File: src/design/sha2_pkg.sv
// ----------------------------------------------------------------------------
// sha2_pkg
// Shared types, round constants and round functions of the SHA-256/224 core.
// ----------------------------------------------------------------------------
`default_nettype none

package sha2_pkg;

  typedef struct packed {
    logic [31:0] message_word;
    logic [2:0]  byte_count;
    logic        last_item;
  } in_word_t;

  typedef struct packed {
    logic [31:0] digest_word;
    logic [2:0]  word_index;
    logic        last_word;
  } out_word_t;

  // control from the sequencer to the compression unit
  typedef struct packed {
    logic        start;
    logic        restart;
    logic        mode;
    logic        wr_en;
    logic [3:0]  wr_lane;
    logic [3:0]  wr_mask;
    logic [31:0] wr_data;
  } sha2_ctl_t;

  localparam logic [2:0]  ADDR_MODE = 3'd0;

  localparam logic [7:0]  PAD_BYTE  = 8'h80;
  localparam logic [5:0]  LEN_FILL  = 6'd56;
  localparam logic [3:0]  LANE_LENH = 4'd14;
  localparam logic [3:0]  LANE_LENL = 4'd15;
  localparam logic [6:0]  ROUNDS    = 7'd64;

  function automatic logic [31:0] round_k(input logic [5:0] idx);
    logic [31:0] k;
    case (idx)
      6'd0:  k = 32'h428a2f98;  6'd1:  k = 32'h71374491;
      6'd2:  k = 32'hb5c0fbcf;  6'd3:  k = 32'he9b5dba5;
      6'd4:  k = 32'h3956c25b;  6'd5:  k = 32'h59f111f1;
      6'd6:  k = 32'h923f82a4;  6'd7:  k = 32'hab1c5ed5;
      6'd8:  k = 32'hd807aa98;  6'd9:  k = 32'h12835b01;
      6'd10: k = 32'h243185be;  6'd11: k = 32'h550c7dc3;
      6'd12: k = 32'h72be5d74;  6'd13: k = 32'h80deb1fe;
      6'd14: k = 32'h9bdc06a7;  6'd15: k = 32'hc19bf174;
      6'd16: k = 32'he49b69c1;  6'd17: k = 32'hefbe4786;
      6'd18: k = 32'h0fc19dc6;  6'd19: k = 32'h240ca1cc;
      6'd20: k = 32'h2de92c6f;  6'd21: k = 32'h4a7484aa;
      6'd22: k = 32'h5cb0a9dc;  6'd23: k = 32'h76f988da;
      6'd24: k = 32'h983e5152;  6'd25: k = 32'ha831c66d;
      6'd26: k = 32'hb00327c8;  6'd27: k = 32'hbf597fc7;
      6'd28: k = 32'hc6e00bf3;  6'd29: k = 32'hd5a79147;
      6'd30: k = 32'h06ca6351;  6'd31: k = 32'h14292967;
      6'd32: k = 32'h27b70a85;  6'd33: k = 32'h2e1b2138;
      6'd34: k = 32'h4d2c6dfc;  6'd35: k = 32'h53380d13;
      6'd36: k = 32'h650a7354;  6'd37: k = 32'h766a0abb;
      6'd38: k = 32'h81c2c92e;  6'd39: k = 32'h92722c85;
      6'd40: k = 32'ha2bfe8a1;  6'd41: k = 32'ha81a664b;
      6'd42: k = 32'hc24b8b70;  6'd43: k = 32'hc76c51a3;
      6'd44: k = 32'hd192e819;  6'd45: k = 32'hd6990624;
      6'd46: k = 32'hf40e3585;  6'd47: k = 32'h106aa070;
      6'd48: k = 32'h19a4c116;  6'd49: k = 32'h1e376c08;
      6'd50: k = 32'h2748774c;  6'd51: k = 32'h34b0bcb5;
      6'd52: k = 32'h391c0cb3;  6'd53: k = 32'h4ed8aa4a;
      6'd54: k = 32'h5b9cca4f;  6'd55: k = 32'h682e6ff3;
      6'd56: k = 32'h748f82ee;  6'd57: k = 32'h78a5636f;
      6'd58: k = 32'h84c87814;  6'd59: k = 32'h8cc70208;
      6'd60: k = 32'h90befffa;  6'd61: k = 32'ha4506ceb;
      6'd62: k = 32'hbef9a3f7;  6'd63: k = 32'hc67178f2;
      default: k = 32'h0;
    endcase
    return k;
  endfunction

  function automatic logic [31:0] init_hash(input logic mode, input logic [2:0] idx);
    logic [31:0] h;
    case ({mode, idx})
      4'h0: h = 32'h6a09e667;  4'h1: h = 32'hbb67ae85;
      4'h2: h = 32'h3c6ef372;  4'h3: h = 32'ha54ff53a;
      4'h4: h = 32'h510e527f;  4'h5: h = 32'h9b05688c;
      4'h6: h = 32'h1f83d9ab;  4'h7: h = 32'h5be0cd19;
      4'h8: h = 32'hc1059ed8;  4'h9: h = 32'h367cd507;
      4'ha: h = 32'h3070dd17;  4'hb: h = 32'hf70e5939;
      4'hc: h = 32'hffc00b31;  4'hd: h = 32'h68581511;
      4'he: h = 32'h64f98fa7;  4'hf: h = 32'hbefa4fa4;
      default: h = 32'h0;
    endcase
    return h;
  endfunction

  function automatic logic [31:0] rotr(input logic [31:0] x, input int n);
    return (x >> n) | (x << (32 - n));
  endfunction

  function automatic logic [31:0] bsig0(input logic [31:0] x);
    return rotr(x, 2) ^ rotr(x, 13) ^ rotr(x, 22);
  endfunction

  function automatic logic [31:0] bsig1(input logic [31:0] x);
    return rotr(x, 6) ^ rotr(x, 11) ^ rotr(x, 25);
  endfunction

  function automatic logic [31:0] ssig0(input logic [31:0] x);
    return rotr(x, 7) ^ rotr(x, 18) ^ (x >> 3);
  endfunction

  function automatic logic [31:0] ssig1(input logic [31:0] x);
    return rotr(x, 17) ^ rotr(x, 19) ^ (x >> 10);
  endfunction

endpackage

`default_nettype wire

File: src/design/sha2_compress.sv
// ----------------------------------------------------------------------------
// sha2_compress
// Hash state, message schedule window and one shared round datapath that
// runs the 64 compression rounds, one per cycle.
// ----------------------------------------------------------------------------
`default_nettype none

module sha2_compress
  import sha2_pkg::*;
(
  input  wire logic        clk,
  input  wire logic        rst,
  input  wire sha2_ctl_t   ctl,
  input  wire logic [2:0]  rd_idx,
  output logic [31:0]      digest,
  output logic             busy
);

  logic [31:0] hash [8];
  logic [31:0] win  [16];
  logic [31:0] v    [8];
  logic [6:0]  rnd;
  logic        rnd_run;
  logic        rnd_end;
  logic [31:0] w_new;
  logic [31:0] w_cur;
  logic [31:0] t1;
  logic [31:0] t2;
  logic [31:0] wmask;

  assign rnd_end = busy && (rnd == ROUNDS);
  assign rnd_run = busy && (rnd != ROUNDS);

  // window holds W[t-16..t-1]; W[t] for t < 16 is already at the head
  assign w_new = ssig1(win[14]) + win[9] + ssig0(win[1]) + win[0];
  assign w_cur = rnd[6:4] == 3'd0 ? win[0] : w_new;
  assign t1 = v[7] + bsig1(v[4]) + ((v[4] & v[5]) ^ (~v[4] & v[6]))
            + round_k(rnd[5:0]) + w_cur;
  assign t2 = bsig0(v[0]) + ((v[0] & v[1]) ^ (v[0] & v[2]) ^ (v[1] & v[2]));

  assign wmask = {{8{ctl.wr_mask[3]}}, {8{ctl.wr_mask[2]}},
                  {8{ctl.wr_mask[1]}}, {8{ctl.wr_mask[0]}}};

  assign digest = hash[rd_idx];

  always_ff @(posedge clk) begin
    if (rst) begin
      busy <= 1'b0;
      rnd  <= '0;
    end else if (ctl.start) begin
      busy <= 1'b1;
      rnd  <= '0;
    end else if (rnd_end) begin
      busy <= 1'b0;
      rnd  <= '0;
    end else if (busy) begin
      rnd <= rnd + 7'd1;
    end
  end

  always_ff @(posedge clk) begin
    for (int i = 0; i < 8; i++) begin
      if (rst) begin
        hash[i] <= init_hash(1'b0, 3'(i));
      end else if (ctl.restart) begin
        hash[i] <= init_hash(ctl.mode, 3'(i));
      end else if (rnd_end) begin
        hash[i] <= hash[i] + v[i];
      end
    end
  end

  always_ff @(posedge clk) begin
    if (ctl.start) begin
      for (int i = 0; i < 8; i++) v[i] <= hash[i];
    end else if (rnd_run) begin
      v[7] <= v[6];
      v[6] <= v[5];
      v[5] <= v[4];
      v[4] <= v[3] + t1;
      v[3] <= v[2];
      v[2] <= v[1];
      v[1] <= v[0];
      v[0] <= t1 + t2;
    end
  end

  always_ff @(posedge clk) begin
    if (rnd_run) begin
      for (int i = 0; i < 15; i++) win[i] <= win[i + 1];
      win[15] <= w_cur;
    end else if (ctl.wr_en) begin
      win[ctl.wr_lane] <= (win[ctl.wr_lane] & ~wmask) | (ctl.wr_data & wmask);
    end
  end

endmodule

`default_nettype wire

File: src/design/sha256_sha224_hash_core.sv
// ----------------------------------------------------------------------------
// sha256_sha224_hash_core
// SHA-256 / SHA-224 core: packs message words into 64-byte blocks, pads the
// final block, compresses and streams out the digest words.
//
//   channel  dir  handshake          payload
//   in       in   in_valid/in_ready  in_word_t  (message_word, byte_count, last)
//   out      out  out_valid/out_ready out_word_t (digest_word, word_index, last)
//   cfg      in   APB psel/penable   mode_224 at address 0 (decoded on paddr[2] low)
//
// A full word on a lane boundary is accepted, written as one lane and then the
// core returns to idle; otherwise each valid byte takes its own write (up to
// 4). A full block runs in the round unit, one round per cycle. Padding writes
// one byte or one aligned lane per cycle, waiting while a full block compresses,
// then two length lanes. Reset is synchronous; the core accepts no word while a
// message word or the digest is in progress; each digest word is held until taken.
// ----------------------------------------------------------------------------
`default_nettype none

module sha256_sha224_hash_core
  import sha2_pkg::*;
(
  input  wire logic        clk,
  input  wire logic        rst,
  input  wire logic        in_valid,
  output logic             in_ready,
  input  wire in_word_t    in_data,
  output logic             out_valid,
  input  wire logic        out_ready,
  output out_word_t        out_data,
  input  wire logic        psel,
  input  wire logic        penable,
  input  wire logic        pwrite,
  input  wire logic [2:0]  paddr,
  input  wire logic [31:0] pwdata,
  output logic [31:0]      prdata,
  output logic             pready
);

  localparam logic [2:0] S_IDLE  = 3'd0;
  localparam logic [2:0] S_PACK  = 3'd1;
  localparam logic [2:0] S_PAD80 = 3'd2;
  localparam logic [2:0] S_PADZ  = 3'd3;
  localparam logic [2:0] S_LENHI = 3'd4;
  localparam logic [2:0] S_LENLO = 3'd5;
  localparam logic [2:0] S_WAIT  = 3'd6;
  localparam logic [2:0] S_OUT   = 3'd7;

  logic [2:0]  state, state_next;
  logic [2:0]  ret, ret_next;
  logic [31:0] wbuf, wbuf_next;
  logic [2:0]  rem, rem_next;
  logic        last_f, last_f_next;
  logic [5:0]  fill, fill_next;
  logic [63:0] bitlen, bitlen_next;
  logic [2:0]  oidx, oidx_next;
  logic        mode;
  logic        cfg_wr;
  logic [2:0]  in_cnt;
  logic [6:0]  fill_sum;
  logic        full_lane;
  logic [31:0] digest;
  logic        busy;
  logic        out_last;
  sha2_ctl_t   ctl;

  assign cfg_wr = psel && penable && pwrite && (paddr[2] == ADDR_MODE[2]);
  assign pready = 1'b1;
  assign prdata = {31'd0, mode & (paddr[2] == ADDR_MODE[2])};

  assign in_ready  = (state == S_IDLE);
  assign out_valid = (state == S_OUT);
  assign in_cnt    = (in_data.byte_count > 3'd4) ? 3'd4 : in_data.byte_count;
  assign out_last  = (oidx == (mode ? 3'd6 : 3'd7));

  assign out_data.digest_word = digest;
  assign out_data.word_index  = oidx;
  assign out_data.last_word   = out_last;

  always_comb begin
    state_next  = state;
    ret_next    = ret;
    wbuf_next   = wbuf;
    rem_next    = rem;
    last_f_next = last_f;
    fill_next   = fill;
    bitlen_next = bitlen;
    oidx_next   = oidx;
    full_lane   = (fill[1:0] == 2'd0);
    fill_sum    = {1'b0, fill} + 7'd1;
    ctl         = '0;
    ctl.mode    = mode;
    ctl.wr_lane = fill[5:2];
    ctl.wr_mask = 4'b1000 >> fill[1:0];
    unique case (state)
      S_IDLE: begin
        if (in_valid) begin
          wbuf_next   = in_data.message_word;
          rem_next    = in_cnt;
          last_f_next = in_data.last_item;
          bitlen_next = bitlen + {58'd0, in_cnt, 3'd0};
          state_next  = S_PACK;
        end
      end
      S_PACK: begin
        if (rem == 3'd0) begin
          state_next = last_f ? S_PAD80 : S_IDLE;
        end else begin
          ctl.wr_en = 1'b1;
          if (full_lane && rem == 3'd4) begin
            ctl.wr_mask = 4'b1111;
            ctl.wr_data = wbuf;
            fill_sum    = {1'b0, fill} + 7'd4;
            rem_next    = 3'd0;
          end else begin
            ctl.wr_data = {4{wbuf[31:24]}};
            wbuf_next   = {wbuf[23:0], 8'd0};
            rem_next    = rem - 3'd1;
          end
          fill_next = fill_sum[5:0];
          if (fill_sum[6]) begin
            ctl.start  = 1'b1;
            ret_next   = S_PACK;
            state_next = S_WAIT;
          end
        end
      end
      S_PAD80: begin
        ctl.wr_en   = 1'b1;
        ctl.wr_data = {4{PAD_BYTE}};
        fill_next   = fill_sum[5:0];
        if (fill_sum[6]) begin
          ctl.start  = 1'b1;
          ret_next   = S_PADZ;
          state_next = S_WAIT;
        end else begin
          state_next = S_PADZ;
        end
      end
      S_PADZ: begin
        if (fill == LEN_FILL) begin
          state_next = S_LENHI;
        end else begin
          ctl.wr_en   = 1'b1;
          ctl.wr_data = 32'd0;
          if (full_lane) begin
            ctl.wr_mask = 4'b1111;
            fill_sum    = {1'b0, fill} + 7'd4;
          end
          fill_next = fill_sum[5:0];
          if (fill_sum[6]) begin
            ctl.start  = 1'b1;
            ret_next   = S_PADZ;
            state_next = S_WAIT;
          end
        end
      end
      S_LENHI: begin
        ctl.wr_en   = 1'b1;
        ctl.wr_lane = LANE_LENH;
        ctl.wr_mask = 4'b1111;
        ctl.wr_data = bitlen[63:32];
        state_next  = S_LENLO;
      end
      S_LENLO: begin
        ctl.wr_en   = 1'b1;
        ctl.wr_lane = LANE_LENL;
        ctl.wr_mask = 4'b1111;
        ctl.wr_data = bitlen[31:0];
        ctl.start   = 1'b1;
        fill_next   = 6'd0;
        oidx_next   = 3'd0;
        ret_next    = S_OUT;
        state_next  = S_WAIT;
      end
      S_WAIT: begin
        if (!busy) begin
          state_next = ret;
        end
      end
      S_OUT: begin
        if (out_ready) begin
          oidx_next = oidx + 3'd1;
          if (out_last) begin
            ctl.restart = 1'b1;
            bitlen_next = 64'd0;
            fill_next   = 6'd0;
            state_next  = S_IDLE;
          end
        end
      end
      default: state_next = S_IDLE;
    endcase
    if (cfg_wr) begin
      ctl.restart = 1'b1;
      ctl.mode    = pwdata[0];
      bitlen_next = 64'd0;
      fill_next   = 6'd0;
    end
  end

  always_ff @(posedge clk) begin
    if (rst) begin
      state  <= S_IDLE;
      ret    <= S_IDLE;
      rem    <= 3'd0;
      last_f <= 1'b0;
      fill   <= 6'd0;
      bitlen <= 64'd0;
      oidx   <= 3'd0;
      mode   <= 1'b0;
    end else begin
      state  <= state_next;
      ret    <= ret_next;
      rem    <= rem_next;
      last_f <= last_f_next;
      fill   <= fill_next;
      bitlen <= bitlen_next;
      oidx   <= oidx_next;
      if (cfg_wr) begin
        mode <= pwdata[0];
      end
    end
  end

  always_ff @(posedge clk) begin
    wbuf <= wbuf_next;
  end

  sha2_compress u_compress (
    .clk    (clk),
    .rst    (rst),
    .ctl    (ctl),
    .rd_idx (oidx),
    .digest (digest),
    .busy   (busy)
  );

`ifndef ASSERT_OFF
  a_busy_blocks_input: assert property (@(posedge clk) disable iff (rst)
    busy |-> !in_ready && !out_valid)
    else $error("word accepted or digest shown while rounds run");

  a_224_seven_words: assert property (@(posedge clk) disable iff (rst)
    out_valid && mode |-> out_data.word_index != 3'd7)
    else $error("eighth digest word in 224 mode");

  a_restart_clears: assert property (@(posedge clk) disable iff (rst)
    out_valid && out_ready && out_data.last_word |=> bitlen == 64'd0 && fill == 6'd0)
    else $error("length or fill kept after digest");

  a_digest_starts_at_zero: assert property (@(posedge clk) disable iff (rst)
    $rose(out_valid) |-> out_data.word_index == 3'd0)
    else $error("digest does not start at word zero");
`endif

endmodule

`default_nettype wire

File: config.mk
export PLATFORM = sky130hd
export DESIGN_NAME = sha256_sha224_hash_core
export DESIGN_NICKNAME = d
export VERILOG_FILES = /design/src/design/sha2_pkg.sv /design/src/design/sha2_compress.sv /design/src/design/sha256_sha224_hash_core.sv
export SDC_FILE = /design/constraint.sdc
export NUM_CORES = 2
export LEC_CHECK = 0
export BUFFER_PORTS_ARGS = -buffer_cell sky130_fd_sc_hd__buf_2
export CORE_MARGIN = 5
export CORE_UTILIZATION = 65
export DETAILED_ROUTE_END_ITERATION = 6
export PLACE_DENSITY = 0.82
export SLEW_MARGIN = 15
export SYNTH_ARGS = -nofsm -noshare
export SYNTH_HDL_FRONTEND = slang
export SYNTH_SLANG_ARGS = --single-unit
File: constraint.sdc
create_clock -name clk -period 19.2 [get_ports clk]
set_clock_uncertainty 0.05 [all_clocks]
set_input_delay 3.84 -clock clk [delete_from_list [all_inputs] [get_ports clk]]
set_output_delay 3.84 -clock clk [all_outputs]
set_load 0.05 [all_outputs]
==> flow_summary.json <==
{
  "synthSimpleGateAreaFrac": 0.1300,
  "fin_crit_sh": 0.5836,
  "cts_resized": 0,
  "instances_no_fill": 10147,
  "finalHoldViolations": 0,
  "r2r_cells": 36,
  "drt_iter0_drc": 9278,
  "synth.most_common_cell": "nand2_1",
  "cts_tree": "yes",
  "port_buffers": 83,
  "grt_max_degree": 192,
  "grt_pass1_wl_um": 409100,
  "worst_path_max_delay_cell": "o21ai_0",
  "cts_buffers": 134,
  "die_h_um": 364.0,
  "post_cts_buffers": 0,
  "antenna_found_initial": 5,
  "clockBufferDepth": 3,
  "synth_area_leaders": "edfxtp_1 39%, nand2_1 7.3%, ha_1 6.2%",
  "start_util": 0.6514,
  "rsz0062_at_grt": "no",
  "crit_type": "flop to flop",
  "layout-drive-gt1-share": 0.07476,
  "placementRows": 130,
  "syn2layout_area_growth_pct": 6.865,
  "yosysWarnings": 0,
  "hp-start": "ret[0]",
  "slowest_delay_ns": 0.82,
  "synthAdderAreaFrac": 0.1127,
  "cp.required_ns": 19.65,
  "die_w_um": 364.0,
  "synth_top_cell_area_share": 0.3892,
  "end_kind": "flop",
  "crit_arrival_ns": 11.66,
  "dieArea_um2": 132500,
  "cts_sinks": 1180,
  "yosysSeqAreaShare": 0.4197,
  "synth_area_per_cell_um2": 9.452,
  "synth_cells": 8620,
  "synth_edf_count": 1056,
  "start_kind": "flop",
  "routed_wl_um": 273900,
  "slew_viol_final": 40,
  "r2r-end": "u_compress.v[0][30]",
  "synth_compound_area_frac": 0.1840,
  "gr-total-overflow": 0,
  "clk_latency_ns": 0.81,
  "synthXorXnorAreaFrac": 0.06923,
  "synth-async-reset-ratio": 0,
  "fill_cells": 9348,
  "hpwl_um": 189800,
  "maxSlewHeadroom": -0.02180,
  "synthMuxAreaShare": 0.03601,
  "max_freq_mhz": 89.25,
  "grt.total_usage": 0.4079,
  "crit_top_cell": "o21ai_0",
  "synth_top_flop_cell": "edfxtp_1",
  "yosys.area.top_type": "edfxtp_1",
  "gp_congestion": 1.064,
  "holdPathStages": 2,
  "cts_hold_buf": 0,
  "cts_max_level": 4,
  "violations": "slew limit",
  "final.min_clock_period_ns": 11.20,
  "drc": 0,
  "dp_cells": 9897,
  "tightest_slew_ns": 1.533,
  "clk_pin_slew_ns": 0.06,
  "drtPass1Iterations": 7,
  "nets": 9062,
  "ys_types": 99,
  "grt_pass1_vias": 66908,
  "setup_viol": 0,
  "coreArea_um2": 125100,
  "layout_setup_ws_ns": 7.996,
  "rrSetupSlack_ns": 8.00,
  "ys_seq_elements": 1180,
  "synth_top_family_by_area": "compound AO/OA/AOI/OAI gates",
  "r2r-start": "u_compress.win[1][19]",
  "holdPathEnd": "ret[0]",
  "antenna_left": 0,
  "syn_area_um2": 81470,
  "cts-root-buf": "clkbuf_16",
  "vias_per_cell": 6.780,
  "ys_top_cells_by_count": "1,584 x nand2_1, 1,056 x edfxtp_1, 755 x o21ai_0",
  "pre_cts_ws_ns": 8.502,
  "ioPinCount": 149,
  "hold_class": "flop to flop",
  "fin_tns_setup_ns": 0,
  "post_drt_wl_per_cell_um": 26.99,
  "status": "finished with violations",
  "cap_violations": 0,
  "cp_max_fo": 8,
  "via_count": 68800
}
[sequential cells by signal, summed over array words and instances (netlist names), named ones only]
name,flops
u_compress.busy,1
wbuf,32
u_compress.win,512
state,3
bitlen,61
rem,3
u_compress.hash,256
mode,1
last_f,1
oidx,3
fill,6
u_compress.rnd,7
u_compress.v,256
ret,3
[worst max-delay path by stage]
stage / start / to / slack, ns / cells past startpoint
finish: u_compress.win[1][19] / u_compress.v[0][30] / 8.00 / 36
detailed placement: u_compress.win[1][8] / u_compress.v[0][30] / 8.50 / 38
global route: u_compress.win[14][20] / u_compress.v[0][30] / 7.60 / 36
CTS: u_compress.win[14][18] / u_compress.v[0][30] / 8.40 / 38
floorplan: paddr[2] / u_compress.hash[0][0] / 8.26 / 6
global placement: u_compress.win[1][8] / u_compress.v[0][29] / 8.59 / 40
[logic make-up after synthesis]
| kind of cell | Yosys count |
|---|---|
| buf+inv | 998 |
| fa+ha+maj | 620 |
| mux | 201 |
| simple gates | 2510 |
| flops | 1180 |
| other cells | 2 |
| xor+xnor | 644 |
| compound gates | 2465 |
[final cells by class]
cell class | count | area, um^2 | area share
Timing Repair Buffer | 195 | 1294 | 0.01486
Clock inverter | 75 | 820.8 | 0.009427
Multi-Input combinational cell | 6472 | 43650 | 0.5013
Sequential cell | 1180 | 34200 | 0.3928
Inverter | 400 | 1501 | 0.01724
Clock buffer | 172 | 3526 | 0.04050
Antenna cell | 3 | 7.507 | 0.00008622
Tap cell | 1650 | 2064 | 0.02371
[layer usage]
layer | track usage | part of all wire | up-vias
met4 | 0.3196 | 0.099 | 0
met5 | 0 | 0 | -
met1 | 0.4896 | 0.34 | 32637
met3 | 0.1004 | 0.11 | 1200
met2 | 0.6337 | 0.44 | 4699
li1 | - | - | 30264
[critical path, delay by kind of cell, from the launching register on]
family,cells,cell delay (ns)
buf+inv,2,0.09
xor+xnor,5,0.88
flops,1,0.59
fa+ha+maj,8,3.48
simple gates,1,0.20
compound gates,20,5.59
[through the flow]
stage                       util  hold slack, ns  instance area, um^2
after detailed placement  0.6611          0.3912                82690
after global placement    0.6611          0.3861                82690
after global routing      0.6960          0.4155                87060
final                     0.6961          0.4008                87070
after CTS                 0.6959          0.4002                87040
after floorplan                -          0.3752                81590
[cells in the final DEF, fill, tap and decap left out, drive strengths merged, types with 28 or more instances in the layout]
master and count:
fa 196, clkinv 53, nand2 1585, nor2 402, a21oi 582, a22oi 225
xnor2 384, mux2 97, a221oi 32, nand4 41, nor3 90, nor4 29
conb 32, mux2i 40, a211oi 54, o21a 55, buf 195, nand2b 67
edfxtp 1056, xor2 260, dfxtp 124, o21ai 953, a31oi 45, a21o 158
nand3 89, clkbuf 172, or3 28, nor2b 50, and3 41, o21bai 40
and2 35, o31ai 33, o22ai 48, inv 409, ha 405, o211ai 37
mux4 64
Power is left out: the tool's default activity adds up to more than one toggle a clock period on the data nets, which glitch-free logic cannot reach.
